`src/rtl/core/orrs_pkg.sv`:
```
// Shared types, constants and segment decoding for the outlier-rejecting range sweep.
package orrs_pkg;

    localparam int DIST_W     = 12;
    localparam int MAX_OUT_W  = 6;
    localparam int STEP_W     = 8;
    localparam int ANGLE_W    = 11;
    localparam int STEPPED_W  = 12;
    localparam int SEG_W      = 7;
    localparam int SECTOR_W   = 4;
    localparam int CFG_IDX_W  = 4;
    localparam int CFG_DATA_W = 12;
    localparam int S_TDATA_W  = 16;
    localparam int M_TDATA_W  = 64;
    localparam int OUT_BITS   = DIST_W + 3 * SEG_W + ANGLE_W + SECTOR_W + 2 * SEG_W;

    // Configuration register indexes
    localparam logic [CFG_IDX_W-1:0] REG_OUTLIER_THRESHOLD = 4'd0;
    localparam logic [CFG_IDX_W-1:0] REG_MAX_OUTLIERS      = 4'd1;
    localparam logic [CFG_IDX_W-1:0] REG_ANGLE_STEP        = 4'd2;
    localparam logic [CFG_IDX_W-1:0] REG_ANGLE_LIMIT       = 4'd3;

    localparam logic [DIST_W-1:0]    RST_OUTLIER_THRESHOLD = 12'd250;
    localparam logic [MAX_OUT_W-1:0] RST_MAX_OUTLIERS      = 6'd6;
    localparam logic [STEP_W-1:0]    RST_ANGLE_STEP        = 8'd10;
    localparam logic [ANGLE_W-1:0]   RST_ANGLE_LIMIT       = 11'd1793;

    // x / 10 = (x * 6554) >> 16, exact for x below 16370
    // x / 150 = (x * 437) >> 16, exact for quotients below 30
    localparam int RECIP10_W  = 13;
    localparam int RECIP150_W = 9;
    localparam int RECIP_SHIFT = 16;
    localparam logic [RECIP10_W-1:0]  RECIP10  = 13'd6554;
    localparam logic [RECIP150_W-1:0] RECIP150 = 9'd437;
    localparam logic [DIST_W-1:0]     DECIMAL  = 12'd10;

    // Digit sequencer steps
    localparam int STEP_IDX_W = 3;
    localparam logic [STEP_IDX_W-1:0] DIG_MEAN_ONES     = 3'd0;
    localparam logic [STEP_IDX_W-1:0] DIG_MEAN_TENS     = 3'd1;
    localparam logic [STEP_IDX_W-1:0] DIG_MEAN_HUNDREDS = 3'd2;
    localparam logic [STEP_IDX_W-1:0] DIG_ANGLE_TENTHS  = 3'd3;
    localparam logic [STEP_IDX_W-1:0] DIG_ANGLE_UNITS   = 3'd4;
    localparam logic [STEP_IDX_W-1:0] DIG_ANGLE_TENS    = 3'd5;

    localparam logic [SEG_W-1:0] SEG_CODE_ZERO = 7'h3F;

    typedef enum logic [2:0] {
        S_ACCUM,
        S_START,
        S_DIV,
        S_DIGIT,
        S_LOAD
    } t_state;

    typedef struct packed {
        logic                  accept;
        logic                  start;
        logic                  digit;
        logic [STEP_IDX_W-1:0] digit_sel;
        logic                  load;
    } t_cmd;

    typedef struct packed {
        logic last_req;
        logic div_done;
        logic out_free;
    } t_status;

    function automatic logic [SEG_W-1:0] seg_of(input logic [3:0] d);
        logic [SEG_W-1:0] s;
        case (d)
            4'd0: s = 7'h3F;
            4'd1: s = 7'h06;
            4'd2: s = 7'h5B;
            4'd3: s = 7'h4F;
            4'd4: s = 7'h66;
            4'd5: s = 7'h6D;
            4'd6: s = 7'h7D;
            4'd7: s = 7'h07;
            4'd8: s = 7'h7F;
            4'd9: s = 7'h6F;
            default: s = 7'h00;
        endcase
        return s;
    endfunction

endpackage

```
`src/rtl/core/orrs_div.sv`:
```
// Restoring divider, one quotient bit per cycle.
module orrs_div #(
    parameter int DVD_W = 17,
    parameter int DVS_W = 6
) (
    input  logic             i_clk,
    input  logic             i_rst_n,
    input  logic             i_start,
    input  logic [DVD_W-1:0] i_dividend,
    input  logic [DVS_W-1:0] i_divisor,
    output logic [DVD_W-1:0] o_quotient,
    output logic             o_done
);

    localparam int CNT_W = $clog2(DVD_W);

    logic             r_busy;
    logic             r_done;
    logic [CNT_W-1:0] r_cnt;
    logic [DVD_W-1:0] r_quo;
    logic [DVS_W-1:0] r_rem;
    logic [DVS_W-1:0] r_dvs;

    logic [DVS_W:0]   trial;
    logic             ge;
    logic [DVS_W-1:0] n_rem;

    assign trial = {r_rem, r_quo[DVD_W-1]};
    assign ge    = trial >= {1'b0, r_dvs};
    assign n_rem = ge ? DVS_W'(trial - {1'b0, r_dvs}) : trial[DVS_W-1:0];

    always_ff @(posedge i_clk) begin
        if (!i_rst_n) begin
            r_busy <= 1'b0;
            r_done <= 1'b0;
            r_cnt  <= '0;
        end else begin
            r_done <= 1'b0;
            if (i_start) begin
                r_busy <= 1'b1;
                r_cnt  <= CNT_W'(DVD_W - 1);
            end else if (r_busy) begin
                r_cnt <= r_cnt - 1'b1;
                if (r_cnt == '0) begin
                    r_busy <= 1'b0;
                    r_done <= 1'b1;
                end
            end
        end
    end

    always_ff @(posedge i_clk) begin
        if (i_start) begin
            r_quo <= i_dividend;
            r_rem <= '0;
            r_dvs <= i_divisor;
        end else if (r_busy) begin
            r_quo <= {r_quo[DVD_W-2:0], ge};
            r_rem <= n_rem;
        end
    end

    assign o_quotient = r_quo;
    assign o_done     = r_done;

endmodule

```
`src/rtl/core/orrs_dp.sv`:
```
// Datapath: config registers, batch accumulators, angle stepping, digit unit, output register.
module orrs_dp #(
    parameter int SAMPLES_PER_BATCH = 32
) (
    input  logic                                i_clk,
    input  logic                                i_rst_n,
    input  orrs_pkg::t_cmd                      i_cmd,
    output orrs_pkg::t_status                   o_status,
    input  logic                                i_s_tvalid,
    input  logic [orrs_pkg::S_TDATA_W-1:0]      i_s_tdata,
    input  logic                                i_cfg_valid,
    input  logic [orrs_pkg::CFG_IDX_W-1:0]      i_cfg_index,
    input  logic [orrs_pkg::CFG_DATA_W-1:0]     i_cfg_data,
    input  logic                                i_m_tready,
    output logic                                o_m_tvalid,
    output logic [orrs_pkg::M_TDATA_W-1:0]      o_m_tdata,
    output logic                                o_m_tlast
);

    localparam int DIST_W    = orrs_pkg::DIST_W;
    localparam int ANGLE_W   = orrs_pkg::ANGLE_W;
    localparam int SEG_W     = orrs_pkg::SEG_W;
    localparam int BATCH_W   = $clog2(SAMPLES_PER_BATCH);
    localparam int CNT_W     = $clog2(SAMPLES_PER_BATCH + 1);
    localparam int SUM_W     = DIST_W + $clog2(SAMPLES_PER_BATCH);
    localparam int CMP_W     = (CNT_W > orrs_pkg::MAX_OUT_W) ? CNT_W : orrs_pkg::MAX_OUT_W;
    localparam int DPROD_W   = DIST_W + orrs_pkg::RECIP10_W;
    localparam int SPROD_W   = ANGLE_W + orrs_pkg::RECIP150_W;
    localparam int Q_W       = DPROD_W - orrs_pkg::RECIP_SHIFT;
    localparam logic [BATCH_W-1:0] BATCH_LAST = BATCH_W'(SAMPLES_PER_BATCH - 1);

    // configuration
    logic [DIST_W-1:0]              r_thr;
    logic [orrs_pkg::MAX_OUT_W-1:0] r_max_out;
    logic [orrs_pkg::STEP_W-1:0]    r_step;
    logic [ANGLE_W-1:0]             r_limit;

    // batch state
    logic [BATCH_W-1:0] r_batch;
    logic [SUM_W-1:0]   r_sum;
    logic [CNT_W-1:0]   r_vcnt;
    logic [CNT_W-1:0]   r_outl;
    logic [ANGLE_W-1:0] r_scan;

    // per-result working registers
    logic                              r_reject;
    logic [ANGLE_W-1:0]                r_servo;
    logic [orrs_pkg::STEPPED_W-1:0]    r_stepped;
    logic                              r_end;
    logic [DIST_W-1:0]                 r_dig_val;
    logic [orrs_pkg::SECTOR_W-1:0]     r_sector;
    logic [SEG_W-1:0]                  r_seg_m1, r_seg_m10, r_seg_m100, r_seg_a1, r_seg_a10;

    // output register
    logic                              r_out_valid;
    logic                              r_out_last;
    logic [orrs_pkg::M_TDATA_W-1:0]    r_out_data;

    logic [DIST_W-1:0]              sample;
    logic                           req;
    logic                           is_outlier;
    logic                           reject;
    logic [orrs_pkg::STEPPED_W-1:0] n_stepped;
    logic                           n_end;
    logic [SUM_W-1:0]               quotient;
    logic                           div_done;
    logic [DIST_W-1:0]              mean;
    logic [DIST_W-1:0]              dig_x;
    logic [DPROD_W-1:0]             dig_prod;
    logic [Q_W-1:0]                 dig_q;
    logic [DIST_W-1:0]              dig_rem;
    logic [SEG_W-1:0]               dig_seg;
    logic [SPROD_W-1:0]             sec_prod;

    assign sample     = i_s_tdata[DIST_W-1:0];
    assign req        = i_cmd.accept && i_s_tvalid;
    assign is_outlier = sample > r_thr;
    assign reject     = (CMP_W'(r_outl) > CMP_W'(r_max_out)) || (r_vcnt == '0);
    assign n_stepped  = orrs_pkg::STEPPED_W'(r_scan) + orrs_pkg::STEPPED_W'(r_step);
    assign n_end      = n_stepped > orrs_pkg::STEPPED_W'(r_limit);

    always_ff @(posedge i_clk) begin
        if (!i_rst_n) begin
            r_thr     <= orrs_pkg::RST_OUTLIER_THRESHOLD;
            r_max_out <= orrs_pkg::RST_MAX_OUTLIERS;
            r_step    <= orrs_pkg::RST_ANGLE_STEP;
            r_limit   <= orrs_pkg::RST_ANGLE_LIMIT;
        end else if (i_cfg_valid) begin
            case (i_cfg_index)
                orrs_pkg::REG_OUTLIER_THRESHOLD: r_thr     <= i_cfg_data[DIST_W-1:0];
                orrs_pkg::REG_MAX_OUTLIERS:      r_max_out <= i_cfg_data[orrs_pkg::MAX_OUT_W-1:0];
                orrs_pkg::REG_ANGLE_STEP:        r_step    <= i_cfg_data[orrs_pkg::STEP_W-1:0];
                orrs_pkg::REG_ANGLE_LIMIT:       r_limit   <= i_cfg_data[ANGLE_W-1:0];
                default: ;
            endcase
        end
    end

    always_ff @(posedge i_clk) begin
        if (!i_rst_n) begin
            r_batch <= '0;
            r_sum   <= '0;
            r_vcnt  <= '0;
            r_outl  <= '0;
            r_scan  <= '0;
        end else if (i_cmd.start) begin
            // totals already handed to the divider on this edge
            r_sum  <= '0;
            r_vcnt <= '0;
            r_outl <= '0;
            r_scan <= n_end ? '0 : n_stepped[ANGLE_W-1:0];
        end else if (req) begin
            r_batch <= (r_batch == BATCH_LAST) ? '0 : r_batch + 1'b1;
            if (is_outlier) begin
                r_outl <= r_outl + 1'b1;
            end else begin
                r_sum  <= r_sum + SUM_W'(sample);
                r_vcnt <= r_vcnt + 1'b1;
            end
        end
    end

    always_ff @(posedge i_clk) begin
        if (i_cmd.start) begin
            r_reject  <= reject;
            r_servo   <= r_scan;
            r_stepped <= n_stepped;
            r_end     <= n_end;
        end
    end

    orrs_div #(
        .DVD_W (SUM_W),
        .DVS_W (CNT_W)
    ) u_div (
        .i_clk      (i_clk),
        .i_rst_n    (i_rst_n),
        .i_start    (i_cmd.start),
        .i_dividend (r_sum),
        .i_divisor  (r_vcnt),
        .o_quotient (quotient),
        .o_done     (div_done)
    );

    assign mean = r_reject ? '0 : quotient[DIST_W-1:0];

    // one decimal digit per step: q = x / 10 by reciprocal, digit = x - 10q
    always_comb begin
        case (i_cmd.digit_sel)
            orrs_pkg::DIG_MEAN_ONES:    dig_x = mean;
            orrs_pkg::DIG_ANGLE_TENTHS: dig_x = r_stepped;
            default:                    dig_x = r_dig_val;
        endcase
    end

    assign dig_prod = DPROD_W'(dig_x) * DPROD_W'(orrs_pkg::RECIP10);
    assign dig_q    = dig_prod[DPROD_W-1:orrs_pkg::RECIP_SHIFT];
    assign dig_rem  = dig_x - DIST_W'(dig_q) * orrs_pkg::DECIMAL;
    assign dig_seg  = orrs_pkg::seg_of(dig_rem[3:0]);
    assign sec_prod = SPROD_W'(r_servo) * SPROD_W'(orrs_pkg::RECIP150);

    always_ff @(posedge i_clk) begin
        if (i_cmd.digit) begin
            r_dig_val <= DIST_W'(dig_q);
            case (i_cmd.digit_sel)
                orrs_pkg::DIG_MEAN_ONES: begin
                    r_seg_m1 <= dig_seg;
                    r_sector <= sec_prod[orrs_pkg::RECIP_SHIFT +: orrs_pkg::SECTOR_W];
                end
                orrs_pkg::DIG_MEAN_TENS:     r_seg_m10  <= dig_seg;
                orrs_pkg::DIG_MEAN_HUNDREDS: r_seg_m100 <= dig_seg;
                orrs_pkg::DIG_ANGLE_UNITS:   r_seg_a1   <= dig_seg;
                orrs_pkg::DIG_ANGLE_TENS:    r_seg_a10  <= dig_seg;
                default: ;
            endcase
        end
    end

    always_ff @(posedge i_clk) begin
        if (!i_rst_n) begin
            r_out_valid <= 1'b0;
        end else if (i_cmd.load) begin
            r_out_valid <= 1'b1;
        end else if (i_m_tready) begin
            r_out_valid <= 1'b0;
        end
    end

    always_ff @(posedge i_clk) begin
        if (i_cmd.load) begin
            r_out_last <= r_end;
            r_out_data <= {{(orrs_pkg::M_TDATA_W - orrs_pkg::OUT_BITS){1'b0}},
                           r_seg_a10, r_seg_a1, r_sector, r_servo,
                           r_seg_m100, r_seg_m10, r_seg_m1, mean};
        end
    end

    assign o_status.last_req = i_s_tvalid && (r_batch == BATCH_LAST);
    assign o_status.div_done = div_done;
    assign o_status.out_free = !r_out_valid || i_m_tready;

    assign o_m_tvalid = r_out_valid;
    assign o_m_tdata  = r_out_data;
    assign o_m_tlast  = r_out_last;

endmodule

```
`src/rtl/core/orrs_ctrl.sv`:
```
// Controller: sequences accumulate, divide, digit extraction and result load.
module orrs_ctrl (
    input  logic              i_clk,
    input  logic              i_rst_n,
    input  orrs_pkg::t_status i_status,
    output orrs_pkg::t_cmd    o_cmd
);

    orrs_pkg::t_state                  r_state, n_state;
    logic [orrs_pkg::STEP_IDX_W-1:0]   r_dsel, n_dsel;

    always_ff @(posedge i_clk) begin
        if (!i_rst_n) begin
            r_state <= orrs_pkg::S_ACCUM;
            r_dsel  <= orrs_pkg::DIG_MEAN_ONES;
        end else begin
            r_state <= n_state;
            r_dsel  <= n_dsel;
        end
    end

    always_comb begin
        n_state         = r_state;
        n_dsel          = r_dsel;
        o_cmd           = '0;
        o_cmd.digit_sel = r_dsel;
        case (r_state)
            orrs_pkg::S_ACCUM: begin
                o_cmd.accept = 1'b1;
                if (i_status.last_req) begin
                    n_state = orrs_pkg::S_START;
                end
            end
            orrs_pkg::S_START: begin
                o_cmd.start = 1'b1;
                n_state     = orrs_pkg::S_DIV;
            end
            orrs_pkg::S_DIV: begin
                if (i_status.div_done) begin
                    n_state = orrs_pkg::S_DIGIT;
                    n_dsel  = orrs_pkg::DIG_MEAN_ONES;
                end
            end
            orrs_pkg::S_DIGIT: begin
                o_cmd.digit = 1'b1;
                if (r_dsel == orrs_pkg::DIG_ANGLE_TENS) begin
                    n_state = orrs_pkg::S_LOAD;
                end else begin
                    n_dsel = r_dsel + 1'b1;
                end
            end
            orrs_pkg::S_LOAD: begin
                // wait for the output register to free up
                if (i_status.out_free) begin
                    o_cmd.load = 1'b1;
                    n_state    = orrs_pkg::S_ACCUM;
                end
            end
            default: n_state = orrs_pkg::S_ACCUM;
        endcase
    end

endmodule

```
`src/rtl/core/outlier_rejecting_range_sweep.sv`:
```
// Top level of the outlier-rejecting range sweep: controller plus datapath.
//
//  Channel  Dir  Handshake                      Payload
//  s_axis   in   s_axis_tvalid / s_axis_tready  sample_distance
//  m_axis   out  m_axis_tvalid / m_axis_tready  batch result, tlast = sweep_end
//  cfg      in   i_cfg_valid / o_cfg_ready      register index, write data
//
//  Samples other than the last of a batch are taken back to back.
//  The last sample holds off the input while the bit-serial divider works through
//  SUM_W quotient bits, SUM_W being 12 + clog2(SAMPLES_PER_BATCH) (17 at 32), and
//  while the six-step digit unit runs; longer if the previous result is not yet taken.
//  The result sits in an output register, so sampling resumes while it waits.
//  Reset is synchronous, active low; config writes are taken every cycle.
module outlier_rejecting_range_sweep #(
    parameter int SAMPLES_PER_BATCH = 32
) (
    input  logic                                i_clk,
    input  logic                                i_rst_n,
    input  logic                                s_axis_tvalid,
    output logic                                s_axis_tready,
    input  logic [orrs_pkg::S_TDATA_W-1:0]      s_axis_tdata,   // [11:0] sample_distance
    output logic                                m_axis_tvalid,
    input  logic                                m_axis_tready,
    // [11:0] mean_distance, [18:12] mean_ones_segments, [25:19] mean_tens_segments,
    // [32:26] mean_hundreds_segments, [43:33] servo_angle, [47:44] led_sector,
    // [54:48] angle_units_segments, [61:55] angle_tens_segments
    output logic [orrs_pkg::M_TDATA_W-1:0]      m_axis_tdata,
    output logic                                m_axis_tlast,   // sweep_end
    input  logic                                i_cfg_valid,
    output logic                                o_cfg_ready,
    input  logic [orrs_pkg::CFG_IDX_W-1:0]      i_cfg_index,
    input  logic [orrs_pkg::CFG_DATA_W-1:0]     i_cfg_data
);

    orrs_pkg::t_cmd    cmd;
    orrs_pkg::t_status status;

    orrs_ctrl u_ctrl (
        .i_clk    (i_clk),
        .i_rst_n  (i_rst_n),
        .i_status (status),
        .o_cmd    (cmd)
    );

    orrs_dp #(
        .SAMPLES_PER_BATCH (SAMPLES_PER_BATCH)
    ) u_dp (
        .i_clk       (i_clk),
        .i_rst_n     (i_rst_n),
        .i_cmd       (cmd),
        .o_status    (status),
        .i_s_tvalid  (s_axis_tvalid),
        .i_s_tdata   (s_axis_tdata),
        .i_cfg_valid (i_cfg_valid),
        .i_cfg_index (i_cfg_index),
        .i_cfg_data  (i_cfg_data),
        .i_m_tready  (m_axis_tready),
        .o_m_tvalid  (m_axis_tvalid),
        .o_m_tdata   (m_axis_tdata),
        .o_m_tlast   (m_axis_tlast)
    );

    assign s_axis_tready = cmd.accept;
    assign o_cfg_ready   = 1'b1;

endmodule

```
`config.mk`:
```
export PLATFORM = sky130hd
export DESIGN_NAME = outlier_rejecting_range_sweep
export DESIGN_NICKNAME = d
export VERILOG_FILES = /design/src/rtl/core/orrs_pkg.sv /design/src/rtl/core/orrs_div.sv /design/src/rtl/core/orrs_dp.sv /design/src/rtl/core/orrs_ctrl.sv /design/src/rtl/core/outlier_rejecting_range_sweep.sv
export SDC_FILE = /design/constraint.sdc
export NUM_CORES = 1
export LEC_CHECK = 0
export BUFFER_PORTS_ARGS = -buffer_cell sky130_fd_sc_hd__buf_2
export CELL_PAD_IN_SITES_DETAIL_PLACEMENT = 2
export CELL_PAD_IN_SITES_GLOBAL_PLACEMENT = 2
export CORE_MARGIN = 2
export CORE_UTILIZATION = 37
export CTS_CLUSTER_DIAMETER = 200
export DETAILED_ROUTE_END_ITERATION = 8
export PLACE_DENSITY = 0.86
export SYNTH_ARGS = -nofsm -noshare
export SYNTH_HDL_FRONTEND = slang
export SYNTH_SLANG_ARGS = --single-unit
```
`constraint.sdc`:
```
create_clock -name i_clk -period 7.12 [get_ports i_clk]
set_clock_uncertainty 0.05 [all_clocks]
set_input_delay 0.356 -clock i_clk [delete_from_list [all_inputs] [get_ports i_clk]]
set_output_delay 0.356 -clock i_clk [all_outputs]
set_load 0.05 [all_outputs]
```
==> summary.txt, run 1 <==
Critical path
  • Setup CP Type: flip-flop to flip-flop
  • Worst-path maximum fanout: 8
  • Worst R2R Path Depth: 28
  • Crit-path slowest cell: fa_1
  • Reg2Reg Setup Slack: -630 ps
  • Critical Path RT: 7390 ps
  • Crit end category: flip-flop
  • Critical Path Max Stage Delay: 600 ps
  • Critical Path Source Type: flip-flop
  • Reg2reg start: u_ctrl.r_dsel[1]$_SDFFE_PN0P_
  • Critical Path AT: 8020 ps
  • Worst r2r dst: u_dp.r_seg_m100[6]$_DFFE_PP_

Global routing
  • Largest net degree at the start of global routing: 64
  • GRT overflow: 0
  • Tot GR Track Use: 0.2626
  • Initial antenna violation count: 0
  • Vias in the first global route: 13.61k
  • First-pass GRT wire length: 86390 µm

Timing
  • Period utilisation layout: 1.089
  • Worst setup margin: -633.2 ps
  • Setup violations, final: 35
  • Hold_ws: 13.13 ps
  • Worst slew margin: 0.2656
  • Max-slew violations: 0
  • Max Fclk: 0.1290 GHz
  • Hold Violations, Final: 0
  • Min cycle time layout: 7753 ps
  • RSZ-0062 raised after global routing: true
  • Setup TNS Final: -19560 ps
  • Slew @ Worst Pin: 1096 ps

Synth
  • Ys Warns: 0
  • Post-Syn Area: 15700 µm²
  • Yosys cell types: 79
  • Asr flop ratio synth: 0
  • Syn Inst Count: 1411
  • Ys flop type: edfxtp_1
  • EDFF count, synth: 159
  • Post-synthesis register bit count: 261
  • Post-synthesis sequential area ratio: 0.4342
  • Top-area cell type share of the netlist area: 0.3042
  • Leading post-synthesis cells by cell area: edfxtp_1, ha_1, dfxtp_1
  • Syn_area_per_cell: 11.13 µm²
  • Area leader, netlist: edfxtp_1

Final layout
  • N_diodes: 0
  • Fin nets: 1889
  • Layout Area Growth over Synthesis: 19.37%
  • Share of cells above drive strength 1: 0.1689
  • Filler Cell Count: 4187

Routing
  • Wire per inst: 27.24 µm
  • Vias per inst: 5.552
  • Drt drc: 0
  • Vias: 11.84k
  • Starting DRT DRC Count: 684
  • Drt pass-1 iters: 8
  • Routed Antenna Nets: 0
  • Final WL: 58080 µm

Power and ir drop
  • Sw Pwr: 2.901 mW
  • Clk pwr share: 0.235
  • Max VDD drop: 0.0004136 V
  • Leak: 8.389 nW
  • Gate power share: 0.486
  • Pwr per Cell Area: 397.9 nW/µm²
  • Sw Ratio: 0.3891
  • Int Pwr: 4.554 mW
  • Flop pwr share: 0.280

Clock tree
  • Clock Pin Slew Worst Setup and Hold Paths: 70 ps
  • Clock Path Buffers: 3
  • CTS Sinks: 261
  • Clock root cell: clkbuf_16
  • Htree depth: 1
  • Worst-skew pair later-pin latency: 620 ps
  • Num CTS Buffers: 31
  • TritonCTS clock tree: built

Worst hold path
  • Hold/Removal Path Class: primary input to flip-flop
  • Worst hold path depth: 3
  • Min-delay src: i_cfg_data[7]
  • Hold endpoint: u_dp.r_step[7]$_SDFFE_PN0P_

Die
  • Initial Utilization: 0.3742
  • DIE HEIGHT: 210.0 µm
  • Core Area: 41950 µm²
  • Die area: 44090 µm²
  • Die Width: 210.0 µm
  • I/O pin cnt: 105
  • Rows: 75

Placed design
  • Final RePlAce weighted congestion: 0.8467
  • # port buffers: 97
  • Final HPWL DP: 39230 µm

Run status
  • Violated checks: negative setup slack
  • Status: finished with violations

Job
  • Number of max-cap violations: 0
## worst max path at each step
stage                                       start                           end  slack, ps
finish              u_ctrl.r_dsel[1]$_SDFFE_PN0P_  u_dp.r_seg_m100[6]$_DFFE_PP_       -630
global route        u_ctrl.r_dsel[1]$_SDFFE_PN0P_  u_dp.r_seg_m100[6]$_DFFE_PP_       -720
CTS                 u_ctrl.r_dsel[1]$_SDFFE_PN0P_    u_dp.r_seg_m1[6]$_DFFE_PP_       -260
detailed placement  u_ctrl.r_dsel[1]$_SDFFE_PN0P_  u_dp.r_seg_m100[5]$_DFFE_PP_       -590
global placement    u_ctrl.r_dsel[1]$_SDFFE_PN0P_   u_dp.r_seg_m10[5]$_DFFE_PP_         60
floorplan           u_ctrl.r_dsel[0]$_SDFFE_PN0P_   u_dp.r_seg_a10[5]$_DFFE_PP_         30
## registers in the layout, indices dropped and copies added (netlist names), 4 cells and up
| signal | count |
|---|---|
| u_dp.r_dig_val | 9 |
| u_dp.r_step | 8 |
| u_dp.r_limit | 11 |
| u_dp.r_batch | 5 |
| u_dp.r_servo | 11 |
| u_dp.r_max_out | 6 |
| u_dp.u_div.r_dvs | 6 |
| u_dp.r_seg_a1 | 7 |
| u_dp.r_seg_m10 | 7 |
| u_dp.r_scan | 11 |
| u_dp.o_m_tdata | 62 |
| u_dp.r_sector | 4 |
| u_dp.r_stepped | 12 |
| u_dp.r_seg_a10 | 7 |
| u_dp.r_outl | 6 |
| u_dp.u_div.r_rem | 6 |
| u_dp.r_seg_m100 | 7 |
| u_dp.r_vcnt | 6 |
| u_dp.r_sum | 17 |
| u_dp.r_thr | 12 |
| u_dp.u_div.r_cnt | 5 |
| u_dp.r_seg_m1 | 7 |
| u_dp.u_div.o_quotient | 17 |
## layout by cell type (no fill, tap or decap), types with 12 or more instances in the layout
cell type  netlist  routed
a21boi_0        18      18
a21o_1          16      16
a21oi_1         46      45
buf_2            2      97
buf_4            3      51
clkbuf_16        0      31
dfxtp_1        102     100
edfxtp_1       159     159
fa_1            72      70
ha_1           212     199
ha_4             0      13
inv_1          215     206
mux2i_1         34      31
nand2_1        112     111
nand3_1         31      30
nor2_1          54      52
nor2b_1         45      44
o21a_1          12      12
o21ai_0         21      21
o21ai_1         13      13
xnor2_1         33      32
xor2_1          13      12
## cell usage after synthesis (10+ instances only)
cell type and instances:
a22o_1 11, a21oi_1 46, o21a_1 12, o21ai_0 21
o21ai_1 13, a21boi_0 18, xor2_1 13, nand2b_1 11
o211ai_1 10, edfxtp_1 159, nor2b_1 45, and3_1 11
clkbuf_1 27, nand4_1 11, nand2_1 112, fa_1 72
xnor2_1 33, nor2_1 54, a21o_1 16, nand3_1 31
nor3_1 10, inv_1 215, mux2i_1 34, ha_1 212
dfxtp_1 102
## logic make-up after synthesis
logic type	Yosys count	synth area share
buffers and inverters	253	0.06137
multiplexers	35	0.02240
AO/OA/AOI/OAI	207	0.09095
adder cells (fa/ha/maj)	284	0.2608
XOR/XNOR	49	0.02941
flip-flops	261	0.4342
AND/OR/NAND/NOR	320	0.1004
other	2	0.0004784
## final cells by class
| cell class | instances | area [µm²] | share of cell area |
|---|---|---|---|
| Sequential cell | 261 | 6824 | 0.3642 |
| Clock buffer | 35 | 790.8 | 0.04220 |
| Timing Repair Buffer | 157 | 982.2 | 0.05242 |
| Tap cell | 539 | 674.4 | 0.03599 |
| Multi-Input combinational cell | 899 | 8343 | 0.4452 |
| Clock inverter | 23 | 296.5 | 0.01583 |
| Inverter | 218 | 827.0 | 0.04414 |
## power by group through the flow
stage | registers, mW | logic (mW) | clock network (mW)
6_report | 2.09 | 3.62 | 1.75
5_1_grt | 2.09 | 3.80 | 1.83
3_5_place_dp | 2.11 | 2.83 | 0
3_3_place_gp | 2.10 | 2.40 | 0
2_1_floorplan | 2.08 | 1.98 | 0
4_1_cts | 2.08 | 3.20 | 1.76
## worst max-delay path: cells and delay by family (launching register included)
| kind | cells | cell delay [ps] |
|---|---|---|
| buffers and inverters | 7 | 850 |
| AND/OR/NAND/NOR | 4 | 500 |
| flip-flops | 1 | 380 |
| adder cells (fa/ha/maj) | 9 | 3460 |
| AO/OA/AOI/OAI | 4 | 1100 |
| XOR/XNOR | 4 | 1100 |
## routing by layer
metal | part of all wire | vias up | global-route usage | routed length [µm]
li1 | - | 5188 | - | -
met1 | 0.37 | 5965 | 0.2849 | 21710
met2 | 0.52 | 466 | 0.4857 | 30180
met3 | 0.046 | 217 | 0.04246 | 2680
met4 | 0.060 | 0 | 0.1487 | 3510
met5 | 0 | - | 0 | 0
## metrics by stage
| step | setup WS (ps) | utilization | power [mW] | cell area, µm² | instances |
|---|---|---|---|---|---|
| after floorplan | 32.58 | - | 4.065 | 15800 | 1412 |
| after global placement | 57.42 | 0.4073 | 4.504 | 17090 | 2047 |
| after detailed placement | -594.7 | 0.4073 | 4.937 | 17090 | 2047 |
| after CTS | -262.1 | 0.4437 | 7.046 | 18610 | 2124 |
| after global routing | -723.7 | 0.4467 | 7.720 | 18740 | 2132 |
| final | -633.2 | 0.4467 | 7.455 | 18740 | 2132 |
## repair_timing
action                                  CTS  global route
endpoints found under the setup margin   35            35
endpoints found under the hold margin     7             0
buffers inserted                         14             8
pin swaps                                33             5
gates cloned                              1             0
hold buffers                              4             0
gates resized for setup                  39            15
(Power assumes the default switching activity.)
==> inputs of run 2 (changes only) <==
--- a/config.mk
+++ b/config.mk
@@ -8,11 +8,12 @@
 export BUFFER_PORTS_ARGS = -buffer_cell sky130_fd_sc_hd__buf_2
 export CELL_PAD_IN_SITES_DETAIL_PLACEMENT = 2
 export CELL_PAD_IN_SITES_GLOBAL_PLACEMENT = 2
-export CORE_MARGIN = 2
+export CORE_MARGIN = 1
 export CORE_UTILIZATION = 37
 export CTS_CLUSTER_DIAMETER = 200
 export DETAILED_ROUTE_END_ITERATION = 8
 export PLACE_DENSITY = 0.86
+export RECOVER_POWER = 100
 export SYNTH_ARGS = -nofsm -noshare
 export SYNTH_HDL_FRONTEND = slang
 export SYNTH_SLANG_ARGS = --single-unit
==> run 2 against run 1 <==
The run still ends with negative setup slack left. Sequential share of layout area grew 0.30 points. Flip-flop and latch count did not move. Routed wire length decreased by 4.1%. Total power is 2.6% lower. Non-clock buffer count up 4. Clock power decreased by 11%. First-iteration DRC count shrank 23%. Die area fell by 1.9%. Cell count about the same. Core utilization fell by 0.27 points. Cell area shrank 0.82%. Count of clock-buffer cells in the layout up 4. Critical path type unchanged. Largest cell class unchanged. Largest power group unchanged. Highest routed layer unchanged.
==> summary.txt, run 2 (synthesis results as in run 1) <==
Run status
  • Status: finished with violations
  • Violated checks: negative setup slack

Timing
  • Max Fclk: 0.1290 GHz
  • Worst setup margin: -633.9 ps
  • Hold Violations, Final: 0
  • Worst slew margin: 0.1841
  • RSZ-0062 raised after global routing: true
  • Setup violations, final: 36
  • Max-slew violations: 0
  • Slew @ Worst Pin: 1224 ps
  • Min cycle time layout: 7754 ps
  • Period utilisation layout: 1.089
  • Hold_ws: 20.26 ps

Critical path
  • Critical Path AT: 8100 ps
  • Critical Path RT: 7460 ps
  • Critical Path Source Type: flip-flop
  • Reg2reg start: u_ctrl.r_dsel[1]$_SDFFE_PN0P_
  • Critical Path Max Stage Delay: 560 ps
  • Reg2Reg Setup Slack: -630 ps
  • Crit end category: flip-flop
  • Crit-path slowest cell: fa_1
  • Worst-path maximum fanout: 8
  • Setup CP Type: flip-flop to flip-flop
  • Top cell by count, worst path: ha_4
  • Worst R2R Path Depth: 26
  • Worst r2r dst: u_dp.r_seg_m10[5]$_DFFE_PP_

Routing
  • Routed Antenna Nets: 0
  • Vias per inst: 5.433
  • Vias: 11.59k
  • Final WL: 55690 µm
  • Drt pass-1 iters: 5
  • Drt drc: 0
  • Starting DRT DRC Count: 525
  • Wire per inst: 26.11 µm

Clock tree
  • Htree depth: 1
  • Clock root cell: clkbuf_16
  • Worst-skew pair later-pin latency: 580 ps
  • Clock Pin Slew Worst Setup and Hold Paths: 70 ps
  • Clock Path Buffers: 3
  • CTS Sinks: 261
  • TritonCTS clock tree: built
  • Num CTS Buffers: 30

Worst hold path
  • Hold endpoint: u_dp.r_thr[6]$_SDFFE_PN1P_
  • Hold/Removal Path Class: primary input to flip-flop
  • Min-delay src: i_cfg_data[6]
  • Worst hold path depth: 3

Global routing
  • Tot GR Track Use: 0.2489
  • Vias in the first global route: 13.38k
  • Largest net degree at the start of global routing: 64
  • Initial antenna violation count: 0
  • GRT overflow: 0
  • First-pass GRT wire length: 81800 µm

Die
  • Rows: 75
  • Die area: 43250 µm²
  • DIE HEIGHT: 208.0 µm
  • I/O pin cnt: 105
  • Core Area: 41850 µm²
  • Initial Utilization: 0.3751
  • Die Width: 208.0 µm

Final layout
  • Share of cells above drive strength 1: 0.1656
  • Multi-input gate area: 8303 µm²
  • N_diodes: 0
  • Max reg flops: 62
  • FF+latch area: 6824 µm²
  • Final cell count without fillers: 2133
  • Most common cell after layout, fill and taps aside: inv_1
  • Most frequent cells in the layout: inv_1, ha_1, edfxtp_1, nand2_1, dfxtp_1
  • Filler Cell Count: 4243
  • Layout Area Growth over Synthesis: 18.39%
  • Fin nets: 1891

Power and ir drop
  • Leak: 8.317 nW
  • Max VDD drop: 0.0003437 V
  • Pwr per Cell Area: 390.7 nW/µm²

Placed design
  • Post-Place Cells: 2051
  • Final RePlAce weighted congestion: 0.8789
  • Final HPWL DP: 37890 µm
  • # port buffers: 97

Job
  • Number of max-cap violations: 0
==> run 2: changes by cell type in the layout (fill, tap and decap cells not counted), moves of 3 or more <==
cell	before	now
inv_2	8	11
bufinv_16	6	1
clkbuf_1	4	10
buf_6	3	6
==> run 2: worst max-delay path: cells and delay by family (launching register included) <==
| kind | cells | cell delay [ps] |
|---|---|---|
| AO/OA/AOI/OAI | 6 | 1610 |
| XOR/XNOR | 3 | 780 |
| adder cells (fa/ha/maj) | 10 | 3670 |
| buffers and inverters | 5 | 530 |
| flip-flops | 1 | 410 |
| AND/OR/NAND/NOR | 2 | 480 |
==> run 2: worst max path at each step <==
stage / startpoint / endpoint
after detailed placement: u_ctrl.r_dsel[1]$_SDFFE_PN0P_ / u_dp.r_seg_a10[4]$_DFFE_PP_
after CTS: u_ctrl.r_dsel[0]$_SDFFE_PN0P_ / u_dp.r_seg_m1[6]$_DFFE_PP_
final: u_ctrl.r_dsel[1]$_SDFFE_PN0P_ / u_dp.r_seg_m10[5]$_DFFE_PP_
after global placement: u_ctrl.r_dsel[1]$_SDFFE_PN0P_ / u_dp.r_seg_a1[5]$_DFFE_PP_
after global routing: u_ctrl.r_dsel[1]$_SDFFE_PN0P_ / u_dp.r_seg_a1[6]$_DFFE_PP_
after floorplan: u_ctrl.r_dsel[0]$_SDFFE_PN0P_ / u_dp.r_seg_a10[5]$_DFFE_PP_
==> run 2: what timing repair did <==
| item | in CTS | in global routing |
|---|---|---|
| hold endpoints to repair | 7 | 0 |
| buffers inserted | 14 | 8 |
| setup endpoints to repair | 35 | 36 |
| hold buffers | 4 | 0 |
| pin swaps | 36 | 9 |
| resized for setup | 35 | 22 |
==> run 2: through the flow <==
| stage | setup slack, ps | utilization | setup TNS [ps] | cell area [µm²] | total power [mW] |
|---|---|---|---|---|---|
| after detailed placement | -583.1 | 0.4086 | -16000 | 17100 | 5.028 |
| after CTS | -96.31 | 0.4399 | -1393 | 18410 | 6.861 |
| after global routing | -757.6 | 0.4440 | -25230 | 18580 | 7.545 |
| after global placement | 72.96 | 0.4086 | 0 | 17100 | 4.627 |
| after floorplan | 32.58 | - | 0 | 15800 | 4.065 |
| final | -633.9 | 0.4440 | -20680 | 18580 | 7.260 |
==> run 2: area by class of cell <==
class | count | area share
inverter | 218 | 0.04430
multi-input combinational | 898 | 0.4468
tap | 539 | 0.03629
clock buffer | 39 | 0.04504
sequential | 261 | 0.3672
timing repair buffer | 161 | 0.05305
clock inverter | 17 | 0.007339
==> run 2: layer usage <==
metal,part of all wire,vias to the layer above,global-route usage
met1,0.38,5909,0.2752
met3,0.033,169,0.03125
li1,-,5177,-
met2,0.53,334,0.4706
met5,0,-,0
met4,0.054,0,0.1160
==> run 2: where the power goes <==
part	internal, mW	switching (mW)	leakage [nW]
Sequential	2.02	0.0668	2.26
Clock	0.873	0.690	0.475
Combinational	1.55	2.06	5.58
Total	4.44	2.82	8.32
